### config.mk
export PLATFORM = sky130hd
export DESIGN_NAME = settings_request_sequencer_core
export DESIGN_NICKNAME = d
export VERILOG_FILES = /design/src/rtl/srs_pkg.sv /design/src/rtl/settings_request_sequencer_core.sv /design/src/rtl/srs_step.sv
export SDC_FILE = /design/constraint.sdc
export NUM_CORES = 1
export LEC_CHECK = 0
export ABC_AREA = 1
export BUFFER_PORTS_ARGS = -buffer_cell sky130_fd_sc_hd__buf_2
export CAP_MARGIN = 15
export CORE_AREA = 3 3 107 109
export DETAILED_ROUTE_END_ITERATION = 16
export DIE_AREA = 0 0 110 112
export HOLD_SLACK_MARGIN = 0.06
export PLACE_DENSITY = 0.87
export SYNTH_ARGS = -nofsm -noshare
export SYNTH_HDL_FRONTEND = slang
export SYNTH_SLANG_ARGS = --single-unit
### constraint.sdc
create_clock -name clk -period 6.75 [get_ports clk]
set_clock_uncertainty 0.05 [all_clocks]
set_input_delay 0.675 -clock clk [delete_from_list [all_inputs] [get_ports clk]]
set_output_delay 0.675 -clock clk [all_outputs]
set_load 0.005 [all_outputs]
### src/rtl/srs_pkg.sv
// Shared types, codes and request/response tables for the settings request sequencer.
// Used by srs_step and settings_request_sequencer_core; no dependencies.
`default_nettype none

package srs_pkg;

  // Input item modes
  localparam logic [1:0] MODE_TRIGGER = 2'd0;
  localparam logic [1:0] MODE_RX      = 2'd1;
  localparam logic [1:0] MODE_POLL    = 2'd2;
  localparam logic [1:0] MODE_TICK    = 2'd3;

  // Sequence kinds
  localparam logic [1:0] KIND_INIT     = 2'd0;
  localparam logic [1:0] KIND_RETRIEVE = 2'd1;
  localparam logic [1:0] KIND_UPDATE   = 2'd2;
  localparam logic [1:0] KIND_RESET    = 2'd3;

  // Configuration register indexes
  localparam logic CFG_CHANNEL = 1'b0;
  localparam logic CFG_TIMEOUT = 1'b1;

  // Phases
  localparam logic [4:0] P_IDLE   = 5'd0;
  localparam logic [4:0] P_ENTER  = 5'd1;
  localparam logic [4:0] P_EXIT   = 5'd2;
  localparam logic [4:0] P_INIT00 = 5'd3;
  localparam logic [4:0] P_INIT60 = 5'd6;
  localparam logic [4:0] P_SET0   = 5'd7;
  localparam logic [4:0] P_SETN   = 5'd15;
  localparam logic [4:0] P_R10    = 5'd16;
  localparam logic [4:0] P_R2X    = 5'd17;
  localparam logic [4:0] P_RF05   = 5'd18;
  localparam logic [4:0] P_RESET  = 5'd19;
  localparam logic [4:0] NPHASES  = 5'd20;

  localparam logic [3:0] LAST_ITEM = 4'd8;
  localparam logic [3:0] FULL_LEN  = 4'd8;

  localparam logic [10:0] ID_E = 11'h71E;
  localparam logic [10:0] ID_F = 11'h71F;
  localparam logic [10:0] RSP_ID_E = 11'h72E;
  localparam logic [10:0] RSP_ID_F = 11'h72F;

  localparam logic [15:0] TIMEOUT_RESET = 16'd500;
  localparam logic [15:0] ELAPSED_MAX   = 16'hFFFF;

  typedef struct packed {
    logic [4:0]  phase;
    logic        request_sent;
    logic        second_frame_seen;
    logic [15:0] elapsed_ms;
    logic [1:0]  active_kind;
    logic [4:0]  update_phase;
    logic [7:0]  update_value;
  } srs_state_t;

  typedef struct packed {
    logic        accepted;
    logic        send_valid;
    logic [10:0] send_id;
    logic [7:0]  send_byte0;
    logic [7:0]  send_byte1;
    logic [7:0]  send_byte2;
    logic [7:0]  send_byte3;
    logic        idle;
    logic [4:0]  phase_out;
  } srs_result_t;

  // Request bytes 0..2 for each phase
  function automatic logic [23:0] req_bytes(input logic [4:0] p);
    logic [23:0] r;
    unique case (p)
      5'd1:    r = 24'h0210C0;
      5'd2:    r = 24'h021081;
      5'd3:    r = 24'h023B00;
      5'd4:    r = 24'h023B20;
      5'd5:    r = 24'h023B40;
      5'd6:    r = 24'h023B60;
      5'd7:    r = 24'h033B10;
      5'd8:    r = 24'h033B37;
      5'd9:    r = 24'h033B39;
      5'd10:   r = 24'h033B47;
      5'd11:   r = 24'h033B2A;
      5'd12:   r = 24'h033B2E;
      5'd13:   r = 24'h033B2F;
      5'd14:   r = 24'h033B02;
      5'd15:   r = 24'h033B01;
      5'd16:   r = 24'h022101;
      5'd17:   r = 24'h30000A;
      5'd18:   r = 24'h022101;
      5'd19:   r = 24'h033B1F;
      default: r = 24'h000000;
    endcase
    return r;
  endfunction

  // Expected reply bytes 0..2 for each phase
  function automatic logic [23:0] rsp_bytes(input logic [4:0] p);
    logic [23:0] r;
    unique case (p)
      5'd1:    r = 24'h0250C0;
      5'd2:    r = 24'h025081;
      5'd3:    r = 24'h067B00;
      5'd4:    r = 24'h067B20;
      5'd5:    r = 24'h067B40;
      5'd6:    r = 24'h067B60;
      5'd7:    r = 24'h027B10;
      5'd8:    r = 24'h027B37;
      5'd9:    r = 24'h027B39;
      5'd10:   r = 24'h027B47;
      5'd11:   r = 24'h027B2A;
      5'd12:   r = 24'h027B2E;
      5'd13:   r = 24'h027B2F;
      5'd14:   r = 24'h027B02;
      5'd15:   r = 24'h027B01;
      5'd16:   r = 24'h100000;
      5'd17:   r = 24'h210000;
      5'd18:   r = 24'h050000;
      5'd19:   r = 24'h027B1F;
      default: r = 24'h000000;
    endcase
    return r;
  endfunction

endpackage

`default_nettype wire

### src/rtl/settings_request_sequencer_core.sv
// Top level of the settings request sequencer: state and config registers, result register.
// Depends on srs_pkg and srs_step.
//
// Usage:
//   Input channel (in_valid/in_ready) carries one event per beat: a trigger, a received
//   frame, a poll for the outgoing request, or a one-millisecond tick.
//   Output channel (out_valid/out_ready) returns exactly one result beat per input beat:
//   accepted flag, request frame (send_valid, send_id, send_byte0..3), idle, phase_out.
//   Config channel (cfg_valid/cfg_ready) writes channel_select (index 0) or timeout_ms
//   (index 1); cfg_ready is always high. Write it only while the block is quiet.
// Timing:
//   The result of a beat is registered at the edge that takes it and is shown right after that edge.
//   Throughput is one item per cycle while out_ready is high; the sequencer state is updated
//   in the same edge the item is taken, so the next item sees it immediately.
//   While a result waits and out_ready is low, in_ready is low; in_ready returns as soon
//   as the waiting result is taken (or in the same cycle it is taken).
// Reset:
//   Synchronous rst returns to idle with elapsed count zero, channel 0x71E rules,
//   timeout 500 ms, update value 0xFF, and no result pending.
`default_nettype none

module settings_request_sequencer_core
  import srs_pkg::*;
(
  input  logic        clk,
  input  logic        rst,
  input  logic        in_valid,
  output logic        in_ready,
  input  logic [1:0]  mode,
  input  logic [1:0]  seq_kind,
  input  logic [3:0]  update_item,
  input  logic [7:0]  set_value,
  input  logic [10:0] rx_id,
  input  logic [3:0]  rx_length,
  input  logic [7:0]  rx_byte0,
  input  logic [7:0]  rx_byte1,
  input  logic [7:0]  rx_byte2,
  output logic        out_valid,
  input  logic        out_ready,
  output logic        accepted,
  output logic        send_valid,
  output logic [10:0] send_id,
  output logic [7:0]  send_byte0,
  output logic [7:0]  send_byte1,
  output logic [7:0]  send_byte2,
  output logic [7:0]  send_byte3,
  output logic        idle,
  output logic [4:0]  phase_out,
  input  logic        cfg_valid,
  output logic        cfg_ready,
  input  logic        cfg_index,
  input  logic [15:0] cfg_data
);

  srs_state_t  state;
  srs_state_t  state_next;
  srs_result_t result;
  srs_result_t result_next;
  logic        channel_select;
  logic [15:0] timeout_ms;
  logic        take;

  assign in_ready  = !out_valid || out_ready;
  assign take      = in_valid && in_ready;
  assign cfg_ready = 1'b1;

  srs_step u_step (
    .cur            (state),
    .channel_select (channel_select),
    .timeout_ms     (timeout_ms),
    .mode           (mode),
    .seq_kind       (seq_kind),
    .update_item    (update_item),
    .set_value      (set_value),
    .rx_id          (rx_id),
    .rx_length      (rx_length),
    .rx_byte0       (rx_byte0),
    .rx_byte1       (rx_byte1),
    .rx_byte2       (rx_byte2),
    .nxt            (state_next),
    .res            (result_next)
  );

  always_ff @(posedge clk) begin
    if (rst) begin
      state.phase             <= P_IDLE;
      state.request_sent      <= 1'b0;
      state.second_frame_seen <= 1'b0;
      state.elapsed_ms        <= '0;
      state.active_kind       <= KIND_INIT;
      state.update_phase      <= '0;
      state.update_value      <= 8'hFF;
    end else if (take) begin
      state <= state_next;
    end
  end

  always_ff @(posedge clk) begin
    if (rst) begin
      channel_select <= 1'b0;
      timeout_ms     <= TIMEOUT_RESET;
    end else if (cfg_valid) begin
      unique case (cfg_index)
        CFG_CHANNEL: channel_select <= cfg_data[0];
        CFG_TIMEOUT: timeout_ms     <= cfg_data;
      endcase
    end
  end

  // Result register: load on each taken beat, drop valid once the beat is taken
  always_ff @(posedge clk) begin
    if (rst) begin
      out_valid <= 1'b0;
    end else if (take) begin
      out_valid <= 1'b1;
    end else if (out_ready) begin
      out_valid <= 1'b0;
    end
  end

  always_ff @(posedge clk) begin
    if (take) begin
      result <= result_next;
    end
  end

  assign accepted   = result.accepted;
  assign send_valid = result.send_valid;
  assign send_id    = result.send_id;
  assign send_byte0 = result.send_byte0;
  assign send_byte1 = result.send_byte1;
  assign send_byte2 = result.send_byte2;
  assign send_byte3 = result.send_byte3;
  assign idle       = result.idle;
  assign phase_out  = result.phase_out;

endmodule

`default_nettype wire

### src/rtl/srs_step.sv
// Single-pass step logic: next sequencer state and the result beat for one input item.
// Depends on srs_pkg (state/result structs, phase codes, request and reply tables).
`default_nettype none

module srs_step
  import srs_pkg::*;
(
  input  srs_state_t  cur,
  input  logic        channel_select,
  input  logic [15:0] timeout_ms,
  input  logic [1:0]  mode,
  input  logic [1:0]  seq_kind,
  input  logic [3:0]  update_item,
  input  logic [7:0]  set_value,
  input  logic [10:0] rx_id,
  input  logic [3:0]  rx_length,
  input  logic [7:0]  rx_byte0,
  input  logic [7:0]  rx_byte1,
  input  logic [7:0]  rx_byte2,
  output srs_state_t  nxt,
  output srs_result_t res
);

  logic        main_ch;
  logic [23:0] rsp;
  logic [23:0] req;
  logic        match;
  logic [4:0]  first;
  logic [4:0]  np;
  logic        sfs_np;
  logic [3:0]  item_sat;

  assign main_ch = !channel_select;
  assign rsp     = rsp_bytes(cur.phase);
  assign req     = req_bytes(cur.phase);
  assign item_sat = (update_item > LAST_ITEM) ? LAST_ITEM : update_item;

  // Does the received payload match the reply expected in this phase
  always_comb begin
    if (cur.phase == P_IDLE || cur.phase >= NPHASES) begin
      match = 1'b0;
    end else if (cur.phase == P_R2X) begin
      match = (rx_byte0 == 8'h21) || (rx_byte0 == 8'h22);
    end else if (cur.phase == P_R10 || cur.phase == P_RF05) begin
      match = (rx_byte0 == rsp[23:16]);
    end else begin
      match = (rx_byte0 == rsp[23:16]) && (rx_byte1 == rsp[15:8]) && (rx_byte2 == rsp[7:0]);
    end
  end

  // Phase after a matched reply
  always_comb begin
    sfs_np = cur.second_frame_seen;
    np     = P_IDLE;
    if (cur.active_kind == KIND_RETRIEVE) begin
      first = main_ch ? P_R10 : P_RF05;
    end else if (cur.active_kind == KIND_UPDATE) begin
      first = cur.update_phase;
    end else begin
      first = P_RESET;
    end
    if (cur.active_kind == KIND_INIT) begin
      if (cur.phase == P_ENTER) begin
        np = P_INIT00;
      end else if (main_ch && cur.phase >= P_INIT00 && cur.phase < P_INIT60) begin
        np = cur.phase + 5'd1;
      end else if ((main_ch && cur.phase == P_INIT60) || (!main_ch && cur.phase == P_INIT00)) begin
        np = P_EXIT;
      end
    end else if (cur.phase == P_ENTER) begin
      np = first;
    end else if (cur.active_kind != KIND_RETRIEVE && cur.phase == first) begin
      np = main_ch ? P_R10 : P_RF05;
    end else if (main_ch) begin
      if (cur.phase == P_R10) begin
        sfs_np = 1'b0;
        np     = P_R2X;
      end else if (cur.phase == P_R2X) begin
        // first of the two consecutive frames: hold the phase, remember it; the second exits
        if (cur.second_frame_seen) begin
          np = P_EXIT;
        end else begin
          sfs_np = 1'b1;
          np     = P_R2X;
        end
      end
    end else if (cur.phase == P_RF05) begin
      np = P_EXIT;
    end
  end

  always_comb begin
    nxt = cur;
    res = '0;
    unique case (mode)
      MODE_TRIGGER: begin
        if (cur.phase == P_IDLE) begin
          nxt.active_kind = seq_kind;
          if (seq_kind == KIND_UPDATE) begin
            nxt.update_phase = P_SET0 + {1'b0, item_sat};
            nxt.update_value = set_value;
          end
          nxt.elapsed_ms   = '0;
          nxt.phase        = P_ENTER;
          nxt.request_sent = 1'b0;
          res.accepted     = 1'b1;
        end
      end
      MODE_RX: begin
        if (rx_length >= FULL_LEN && rx_id == (channel_select ? RSP_ID_F : RSP_ID_E) && match)
        begin
          res.accepted          = 1'b1;
          nxt.second_frame_seen = sfs_np;
          if (np != cur.phase) begin
            nxt.phase        = np;
            nxt.request_sent = 1'b0;
          end
        end
      end
      MODE_POLL: begin
        if (cur.elapsed_ms >= timeout_ms) begin
          nxt.phase = P_IDLE;
        end else if (cur.phase != P_IDLE && !cur.request_sent && cur.phase < NPHASES) begin
          nxt.request_sent = 1'b1;
          res.send_valid   = 1'b1;
          res.send_id      = channel_select ? ID_F : ID_E;
          res.send_byte0   = req[23:16];
          res.send_byte1   = req[15:8];
          res.send_byte2   = req[7:0];
          if (cur.phase >= P_SET0 && cur.phase <= P_SETN) begin
            res.send_byte3 = cur.update_value;
          end else if (cur.phase == P_RESET) begin
            res.send_byte3 = 8'h00;
          end else begin
            res.send_byte3 = 8'hFF;
          end
        end
      end
      MODE_TICK: begin
        if (cur.elapsed_ms != ELAPSED_MAX) begin
          nxt.elapsed_ms = cur.elapsed_ms + 16'd1;
        end
      end
    endcase
    res.idle      = (nxt.phase == P_IDLE);
    res.phase_out = nxt.phase;
  end

endmodule

`default_nettype wire

Yosys cells after proc, flatten, opt, wreduce, memory -nomap -nowiden
Memory sizes are Yosys's and may differ from the RTL's. A register that Yosys moved wholly into a read port is not among the register bits.
Cells that the tools add are included.
W data, S select, Z words.
- output and inout bits: 54
- ROM bits: 1152
- input port bits: 77
- memories kept: 2
- register bits: 107
- word-level logic and storage cells: 157
- memories (name ; depth ; bits a word ; read ports ; clocked after Yosys merged registers in ; wr ports ; line ; text):
    (name not given) ; 32 ; 19 ; 1 ; 1 ; 0 ; srs_pkg.sv:101 ; unique case (p)
    (name not given) ; 32 ; 17 ; 1 ; 1 ; 0 ; srs_pkg.sv:73 ; unique case (p)
- reductions and logical operators: 39
- add/sub/neg operators: 3
- eq/ne operators: 29
- muxes and demuxes: 49
- order comparisons: 9
- bitwise gates (word level): 7
- operator list (kind ; count):
    $mux W5 ; 16
    $mux W44 ; 1
    $pmux W16 S2 ; 1
    $mux W31 ; 1
    $eq A8 B8 Y1 ; 3
    $eq A5 B5 Y1 const B ; 4
    $pmux W6 S3 ; 1
    $mux W1 ; 17
    $add A16 B1 Y16 const B ; 1
    $eq A8 B6 Y1 const B ; 2
    $ge A16 B16 Y1 ; 1
    $mux W16 ; 1
    $mux W8 ; 2
    $ne A16 B16 Y1 const B ; 1
    $logic_and A1 B1 Y1 ; 13
    $mux W13 ; 1
    $mux W6 ; 2
    $ne A2 B1 Y1 const B ; 6
    $eq A11 B11 Y1 ; 1
    $logic_not A5 Y1 ; 2
    $eq A2 B2 Y1 const B ; 4
    $reduce_and A4 Y1 ; 2
    $reduce_and A8 Y1 ; 1
    $mux W7 ; 1
    other kinds (32) ; 51

Depth between registers and ports, before layout
Gate-level depths: netlist of the first run.
- depth in word-level cells: 14
- mapped depth: 23
- gate-level depth less buffers: 23

Cells and area by module
Synthesis of the first run repeated with hierarchy kept, for this count alone.
- cell total of the unflattened synthesis: 1018
- area, all modules: 7125.6 um^2
- modules (own cells, without submodules) (module ; instances ; sequential area each (um^2) ; area an instance (um^2) ; cells each):
    settings_request_sequencer_core ; 1 ; 2652.5 ; 3870.0 ; 366
    srs_step ; 1 ; 0.0 ; 3255.6 ; 652

Worst setup path after synthesis of the first run
No wires, ideal clock.
- path type: input to register
- from: input port out_ready
- to: register, netlist name u_step.req[4]
- data required time: 6630 ps
- stages: 12
- arrival time: 3097 ps
- buffers on the path: 0
- setup slack: 3533 ps
- library setup time: 70 ps
- path through: inv_1 nand2_1 nand2_1 clkinv_1 nand3_1 nand2_1 inv_1 ha_1 inv_1 o21ai_0 nand2_1 a21oi_1
- word-level cells in the longest chain between the ends: 4
- ends and longest elaborated chain (element ; line ; text):
    start, declared ; settings_request_sequencer_core.sv:39 ; input logic out_ready,
    $logic_or A1 B1 Y1 ; settings_request_sequencer_core.sv:63 ; assign in_ready = !out_valid || out_ready;
    named net in_ready ; settings_request_sequencer_core.sv:28 ; output logic in_ready,
    $logic_and A1 B1 Y1 ; settings_request_sequencer_core.sv:64 ; assign take = in_valid && in_ready;
    named net take ; settings_request_sequencer_core.sv:61 ; logic take;
    $mux W5 (no source line) (2 in series) ; - ;
The timed path passes the listed nets, and every way through them passes these cells.
A chain may end at the register's enable or synchronous reset.

Worst setup path after layout of the first run
- from: register state[34] in the netlist's numbering
- to: register, netlist name u_step.req[4]
- word-level cells in the longest chain between the ends: 13
- elaborated cells on any way between the ends: 42
- classes of those cells: add/sub (1); order compare (3); eq/ne (8); mux (20); reduce/logical (10)
- ends and longest elaborated chain (element ; line ; text):
    start, declared ; settings_request_sequencer_core.sv:55 ; srs_state_t state;
    start signal, assigned ; settings_request_sequencer_core.sv:94 ; state <= state_next;
    $eq A5 B5 Y1, or another cell as far along ; srs_step.sv:42, srs_step.sv:78 ;
    $mux W5 or $logic_and A1 B1 Y1 (tied branches) ; srs_step.sv:78, srs_step.sv:67 ;
    $mux W5 or $logic_or A1 B1 Y1 (tied branches) ; srs_step.sv:75, srs_step.sv:67 ;
    $mux W5 or $mux W2 (tied branches) ; srs_step.sv:74, srs_step.sv:67 ;
    $mux W5, on equally long branches ; srs_step.sv:72, srs_step.sv:65 ;
    $mux W5, on equally long branches ; srs_step.sv:70, srs_step.sv:63 ;
    $mux W5 ; srs_step.sv:62 ; if (cur.active_kind == KIND_INIT) begin
    $ne A5 B5 Y1 ; srs_step.sv:114 ; if (np != cur.phase) begin
    $mux W6 ; srs_step.sv:114 ;
    $mux W7 ; srs_step.sv:110 ; if (rx_length >= FULL_LEN && rx_id == (channel_select ? RSP_ID_F : RSP_ID_E) && match)
    $pmux W6 S3 ; srs_step.sv:95 ; unique case (mode)
    $mux W5 (no source line) (*) (2 in series) ; - ;
Every way passes the cells marked *; elsewhere a longest branch is shown, timed or not. The select of a mux whose other input is x is not followed.

==> impl_metrics.env, run 1 <==
export IMPL_vdd_ir_drop_worst_mv=0.125
export IMPL_power_leakage_nw=3.34
export IMPL_grt_setup_unrepaired="false"
export IMPL_timing_critical_path_mode_cell="sky130_fd_sc_hd__nand2_1"
export IMPL_drc=0
export IMPL_maxCapViolations=0
export IMPL_synth_top_flop_cell="sky130_fd_sc_hd__dfxtp_1"
export IMPL_grt_antenna_before_repair=0
export IMPL_dieArea_um2=12300
export IMPL_synth_seq_cells=109
export IMPL_setup_tns_final_ns=0
export IMPL_total_non_filler_cell_area_in_the_finished_layout_um2=6820
export IMPL_syn2layout_area_growth_pct=12.9
export IMPL_grt_start_max_net_pins=41
export IMPL_final_nets=1020
export IMPL_count_of_unique_library_cells_instantiated_by_yosys=46
export IMPL_grt_total_usage_pct=22.1
export IMPL_worst_hold_path_endpoint="state[8]"
export IMPL_cts_tree="built"
export IMPL_postLayoutCoreUtil_pct=63.7
export IMPL_critical_path_max_stage_delay_ns=0.53
export IMPL_initialDrtViolationCount=422
export IMPL_hp_start="state[8]"
export IMPL_grt_remaining_overflow=0
export IMPL_finalSetupViolCount=0
export IMPL_switching_share_pct=29.7
export IMPL_critPathLaunchType="flip-flop"
export IMPL_max_root_sink_buffers=2
export IMPL_worst_path_max_fanout=7
export IMPL_clock_network_latency_to_the_later_pin_of_the_worst_skew_pair_ns=0.37
export IMPL_route_antenna_remaining_nets=0
export IMPL_final_instance_count_excl_fill=1059
export IMPL_io_pins=131
export IMPL_vias_in_the_first_global_route=4790
export IMPL_synth_enable_flop_cells=32
export IMPL_switchingPower_uw=399
export IMPL_timing_max_transition_violations_final=0
export IMPL_tritoncts_num_sinks=109
export IMPL_cts_max_level=3
export IMPL_cts_hold_buffers_added=0
export IMPL_cp_arrival_ns=3.58
export IMPL_tightestPinTransition_ns=0.965
export IMPL_sequential_cell_area_fraction_in_the_yosys_report_pct=41.4
export IMPL_fp_coreArea_um2=10700
export IMPL_route_vias_total=5442
export IMPL_master_of_the_slowest_instance_on_the_critical_path="sky130_fd_sc_hd__dfxtp_1"
export IMPL_fmax_ghz=0.300
export IMPL_path_cells="inv_1 > ha_1 > nand3_2 > o21bai_1 > nand2_1 > nor2_4 > nand2_4 > nand2_1 > nand3_1 > nand3_1 > nand2_1 > inv_1 > ha_1 > inv_1 > o21ai_0 > nand2_1 > a21oi_1"
export IMPL_placedCellCount=1043
export IMPL_hp_class="flip-flop to flip-flop"
export IMPL_hpwlAfterDp_um=10400
export IMPL_worst_setup_path_end_kind="flip-flop"
export IMPL_portBuffers=116
export IMPL_layout_cells_most_common="sky130_fd_sc_hd__nand2_1"
export IMPL_syn_instance_count=810
export IMPL_critical_path_buf_inv_count=3
export IMPL_core_rowCount=38
export IMPL_critical_path_cell_count=17
export IMPL_async_set_or_reset_flop_fraction_in_the_synthesized_netlist_pct=0
export IMPL_clock_root_buffer="sky130_fd_sc_hd__clkbuf_8"
export IMPL_cts_buffers_inserted=9
export IMPL_final_min_clock_period_ns=3.33
export IMPL_effective_utilization_at_floorplan_pct=56.5
export IMPL_power_report_internal_total_uw=945
export IMPL_antenna_cells=0
export IMPL_clkPwrFrac_pct=27.1
export IMPL_criticalPathCategory="flip-flop to flip-flop"
export IMPL_holdPathStages=2
export IMPL_p_seq_share_pct=55.0
export IMPL_syn_cell_area_um2=6040
export IMPL_regToRegSetupSlack_ns=3.42
export IMPL_required_ns=7.00
export IMPL_worst_slew_margin_rel_pct=35.0
export IMPL_r2r_worst_path_depth=17
export IMPL_grt_pass1_wl_um=21600
export IMPL_crit_family="simple AND/OR/NAND/NOR gates"
export IMPL_drive_gt1_share_pct=19.0
export IMPL_placement_cell_area_um2=6640
export IMPL_die_width_um=110
export IMPL_finalWirelength_um=13500
export IMPL_post_cts_resize_count=0
export IMPL_layout_cells_most_common_list="179 x sky130_fd_sc_hd__nand2_1, 120 x sky130_fd_sc_hd__inv_1, 116 x sky130_fd_sc_hd__buf_2"
export IMPL_vias_per_cell=5.14
export IMPL_powerDensity_nw_per_um2=197
export IMPL_synth_warnings=0
export IMPL_finalWeightedCongestion=0.961
export IMPL_syn_avg_cell_area_um2=7.46
export IMPL_worst_setup_hold_path_clk_slew_ns=0.10
export IMPL_final_hold_violation_count=0
export IMPL_post_drt_wl_per_cell_um=12.7
export IMPL_cts_repair_timing_setup_buffer_count=0
export IMPL_crit_reg2reg_capture="u_step.req[4]"
export IMPL_die_h_um=112
export IMPL_hold_worst_slack_ns=0.411
export IMPL_status="completed"
export IMPL_final_min_period_over_clock_period_pct=49.4
export IMPL_drt_pre_antenna_iters=6
export IMPL_reg2reg_from="state[34]"
export IMPL_combinationalPowerShare_pct=17.9
## power by group through the flow
| stage | sequential (mW) | combinational, mW | clock, mW |
|---|---|---|---|
| after CTS | 0.739 | 0.239 | 0.369 |
| after detailed placement | 0.754 | 0.238 | 0 |
| after global placement | 0.753 | 0.232 | 0 |
| after floorplan | 0.748 | 0.168 | 0 |
| after global routing | 0.744 | 0.275 | 0.398 |
| final | 0.739 | 0.241 | 0.364 |
## per-layer routing
metal	share of wire (%)	global-route usage, %
met1	46	31.2
met2	45	34.4
met3	7.6	3.71
met4	1.2	7.15
met5	0	0
## per-stage QoR
stage               total power [mW]  worst slack [ns]
global placement               0.985              3.50
detailed placement             0.992              3.46
floorplan                      0.916              3.53
global route                    1.42              3.13
finish                          1.34              3.42
CTS                             1.35              3.49
## cell usage after synthesis (all sizes together), types with 5 or more instances
cell type | count | share of area, %
a31oi | 5 | 0.62
or2 | 13 | 1.3
inv | 126 | 7.8
nor3 | 11 | 1.1
clkbuf | 11 | 0.68
a21oi | 57 | 4.9
xnor2 | 6 | 0.87
nand3 | 54 | 4.8
ha | 29 | 6.0
nand2 | 184 | 12
dfxtp | 77 | 26
buf | 25 | 2.9
edfxtp | 32 | 16
o21ai | 42 | 3.5
o211ai | 18 | 2.2
nor2 | 86 | 6.1
nand4 | 9 | 1.0
## registers in the layout (all words and copies together), names as in the netlist, 2 cells and up
signal	cells
send_byte1	3
phase_out	5
send_byte3	8
timeout_ms	16
send_id	2
u_step.req	13
state	38
send_byte0	3
u_step.rsp	8
send_byte2	8
## cells by family after synthesis
logic type / share of synthesized area [%]
AO/OA/AOI/OAI: 12.4
XOR/XNOR: 1.30
adder cells (fa/ha/maj): 6.01
buffers and inverters: 11.5
flip-flops: 41.4
other: 0.124
AND/OR/NAND/NOR: 27.3
## tightest hold or removal path, cell delays in order (launching register included)
cell	delay [ns]
sky130_fd_sc_hd__dfxtp_1	0.31
sky130_fd_sc_hd__inv_1	0.06
sky130_fd_sc_hd__a21oi_1	0.05
## worst max-delay path by stage
stage	from	end	slack, ns
2_1_floorplan	out_ready	u_step.req[4]	3.53
3_3_place_gp	rx_byte0[3]	u_step.req[4]	3.50
3_5_place_dp	rx_byte0[3]	u_step.req[4]	3.46
4_1_cts	state[34]	u_step.req[4]	3.49
5_1_grt	state[33]	u_step.req[4]	3.13
6_report	state[34]	u_step.req[4]	3.42
## area by class of cell
cell class	instances	area (um^2)
clock buffers	10	128
well taps	140	175
clock inverters	6	47.5
fillers	954	3880
flip-flops and latches	109	2500
multi-input cells	547	2880
repair buffers	120	611
inverters	127	477
Note: power is estimated with default switching activity, not from simulation.
==> inputs of run 2 (changes only) <==
- ABC_AREA: 1 -> 0
- CORE_AREA: 3 3 107 109 -> 3 3 109 111
- DIE_AREA: 0 0 110 112 -> 0 0 112 114
- PLACE_DENSITY: 0.87 -> 0.84
- clock period: 6.75 -> 3.4 ns (I/O delays scaled with it)
==> impl_metrics.env, run 2 <==
export IMPL_finalWirelength_um=15400
export IMPL_post_drt_wl_per_cell_um=16.0
export IMPL_grt_start_max_net_pins=35
export IMPL_criticalPathCategory="flip-flop to flip-flop"
export IMPL_max_root_sink_buffers=2
export IMPL_switchingPower_uw=645
export IMPL_switching_share_pct=26.5
export IMPL_final_nets=918
export IMPL_critPathLaunchType="flip-flop"
export IMPL_place_worst_setup_slack_ns=-0.227
export IMPL_io_pins=131
export IMPL_final_min_clock_period_ns=3.34
export IMPL_flip_flop_count_of_the_largest_register_after_layout=38
export IMPL_syn2layout_area_growth_pct=21.8
export IMPL_setup_tns_final_ns=0
export IMPL_fmax_ghz=0.300
export IMPL_cts_buffers_inserted=9
export IMPL_worst_slew_margin_rel_pct=30.4
export IMPL_p_seq_share_pct=57.4
export IMPL_route_vias_total=5433
export IMPL_nFillCells=853
export IMPL_grt_remaining_overflow=0
export IMPL_portBuffers=116
export IMPL_required_ns=3.60
export IMPL_syn_avg_cell_area_um2=9.01
export IMPL_finalWorstSetupSlack_ns=0.0618
export IMPL_tritoncts_num_sinks=109
export IMPL_drc=0
export IMPL_final_hold_violation_count=0
export IMPL_powerDensity_nw_per_um2=336
export IMPL_vias_per_cell=5.68
export IMPL_finalSetupViolCount=0
export IMPL_vias_in_the_first_global_route=5150
export IMPL_count_of_unique_library_cells_instantiated_by_yosys=78
export IMPL_layout_cells_most_common_list="116 x sky130_fd_sc_hd__buf_2, 72 x sky130_fd_sc_hd__nand2_1, 71 x sky130_fd_sc_hd__dfxtp_1"
export IMPL_effective_utilization_at_floorplan_pct=54.7
export IMPL_antenna_cells=0
export IMPL_maxCapViolations=0
export IMPL_largest_register="state"
export IMPL_yosysMostFrequentCell="sky130_fd_sc_hd__dfxtp_1"
export IMPL_netlist_top_cells_area="sky130_fd_sc_hd__dfxtp_1 26%, sky130_fd_sc_hd__edfxtp_1 16%, sky130_fd_sc_hd__ha_1 6.1%"
export IMPL_cts_tree="built"
export IMPL_syn_cell_area_um2=5950
export IMPL_core_rowCount=38
export IMPL_grt_total_usage_pct=23.6
export IMPL_power_leakage_nw=3.22
export IMPL_timing_max_transition_violations_final=0
export IMPL_postLayoutCoreUtil_pct=66.6
export IMPL_synth_enable_flop_cells=32
export IMPL_initialDrtViolationCount=308
export IMPL_cp_arrival_ns=3.54
export IMPL_hp_class="input port to flip-flop"
export IMPL_clkPwrFrac_pct=29.3
export IMPL_synth_top_flop_cell="sky130_fd_sc_hd__dfxtp_1"
export IMPL_vdd_ir_drop_worst_mv=0.217
export IMPL_p_total_mw=2.44
export IMPL_syn_instance_count=661
export IMPL_synth_top_cell_area_share_pct=25.9
export IMPL_synth_largest_area_cell="sky130_fd_sc_hd__dfxtp_1"
export IMPL_cts_max_level=3
export IMPL_power_report_internal_total_mw=1.79
export IMPL_worst_setup_path_end_kind="flip-flop"
export IMPL_grt_antenna_before_repair=0
export IMPL_sequential_cell_area_fraction_in_the_yosys_report_pct=42.0
export IMPL_status="completed"
export IMPL_fp_coreArea_um2=10900
export IMPL_die_h_um=114
export IMPL_dieArea_um2=12800
export IMPL_final_min_period_over_clock_period_pct=98.2
export IMPL_worst_setup_hold_path_clk_slew_ns=0.10
export IMPL_combinationalPowerShare_pct=13.3
export IMPL_route_antenna_remaining_nets=0
export IMPL_drt_pre_antenna_iters=7
export IMPL_grt_pass1_wl_um=24600
export IMPL_synth_seq_cells=109
export IMPL_worst_path_max_fanout=4
export IMPL_layout_cells_most_common="sky130_fd_sc_hd__buf_2"
export IMPL_grt_setup_unrepaired="true"
export IMPL_clock_root_buffer="sky130_fd_sc_hd__clkbuf_8"
export IMPL_tightestPinTransition_ns=1.04
export IMPL_synth_top_cells_by_count="77 x sky130_fd_sc_hd__dfxtp_1, 73 x sky130_fd_sc_hd__nand2_1, 45 x sky130_fd_sc_hd__nor2_1, 39 x sky130_fd_sc_hd__inv_1, 38 x sky130_fd_sc_hd__a21oi_1"
export IMPL_clock_network_latency_to_the_later_pin_of_the_worst_skew_pair_ns=0.39
export IMPL_cts_hold_buffers_added=0
export IMPL_async_set_or_reset_flop_fraction_in_the_synthesized_netlist_pct=0
export IMPL_synth_warnings=0
export IMPL_hold_worst_slack_ns=0.139
export IMPL_finalWeightedCongestion=0.958
export IMPL_die_width_um=112
export IMPL_drive_gt1_share_pct=28.2
export IMPL_hpwlAfterDp_um=11800
run 2: worst max-delay path, stage by stage (launching register included):
cell and delay [ns]:
sky130_fd_sc_hd__dfxtp_2 0.36, sky130_fd_sc_hd__ha_1 0.22, sky130_fd_sc_hd__or4_1 0.55, sky130_fd_sc_hd__a21oi_2 0.13, sky130_fd_sc_hd__o21a_1 0.14, sky130_fd_sc_hd__o21ai_1 0.12, sky130_fd_sc_hd__a21o_1 0.22, sky130_fd_sc_hd__o21a_1 0.22
sky130_fd_sc_hd__a311oi_4 0.40, sky130_fd_sc_hd__inv_2 0.13, sky130_fd_sc_hd__ha_2 0.22, sky130_fd_sc_hd__a221oi_2 0.32, sky130_fd_sc_hd__o22ai_1 0.13
run 2: timing repair:
action,CTS,global route
setup endpoints to repair,4,24
resized for setup,5,24
gates cloned,0,0
pin swaps,1,9
buffers inserted,0,4
run 2: layout make-up:
cell class / instances / area (um^2) / share of cell area (%)
well taps: 140 / 175 / 2.42
multi-input cells: 475 / 3210 / 44.2
repair buffers: 176 / 1030 / 14.3
inverters: 41 / 154 / 2.12
clock buffers: 10 / 128 / 1.76
flip-flops and latches: 109 / 2510 / 34.6
clock inverters: 6 / 40.0 / 0.552
run 2: per-layer routing:
metal	global-route usage [%]	share of wire, %	up-vias
met2	40.0	48	227
met5	0	0	-
li1	-	-	2622
met4	8.25	1.9	0
met1	30.3	43	2557
met3	4.51	7.3	27
run 2: worst paths after layout:
path                                     start             end  slack (ns)  cells after the start
worst min-delay path               cfg_data[4]   timeout_ms[4]        0.14                      3
worst max register to register       state[20]   u_step.req[0]        0.06                     12
worst min register to register  timeout_ms[14]  timeout_ms[14]        0.41                      2
worst max-delay path                 state[20]   u_step.req[0]        0.06                     12
run 2: power by group through the flow:
| stage | clock [mW] | combinational, mW | sequential [mW] |
|---|---|---|---|
| after CTS | 0.723 | 0.311 | 1.40 |
| after global routing | 0.784 | 0.357 | 1.40 |
| after floorplan | 0 | 0.180 | 1.43 |
| final | 0.714 | 0.323 | 1.40 |
| after global placement | 0 | 0.298 | 1.43 |
| after detailed placement | 0 | 0.309 | 1.43 |
run 2: per-stage QoR:
stage               cell area, um^2  instances
finish                         7250        957
global route                   7250        957
detailed placement             6940        937
global placement               6940        937
CTS                            7120        953
floorplan                      6020        670
run 2: cells by family (layout without fill, tap and decap cells):
| family | count (synthesis) | after routing | synth area share [%] |
|---|---|---|---|
| muxes | 10 | 10 | 1.68 |
| adders and majority gates | 29 | 29 | 6.09 |
| AOI/OAI and AO/OA | 151 | 151 | 17.4 |
| buffers and inverters | 86 | 233 | 6.96 |
| xor gates and xnor gates | 34 | 34 | 5.00 |
| other | 2 | 11 | 0.126 |
| and+or+nand+nor | 240 | 240 | 20.7 |
| DFF | 109 | 109 | 42.0 |
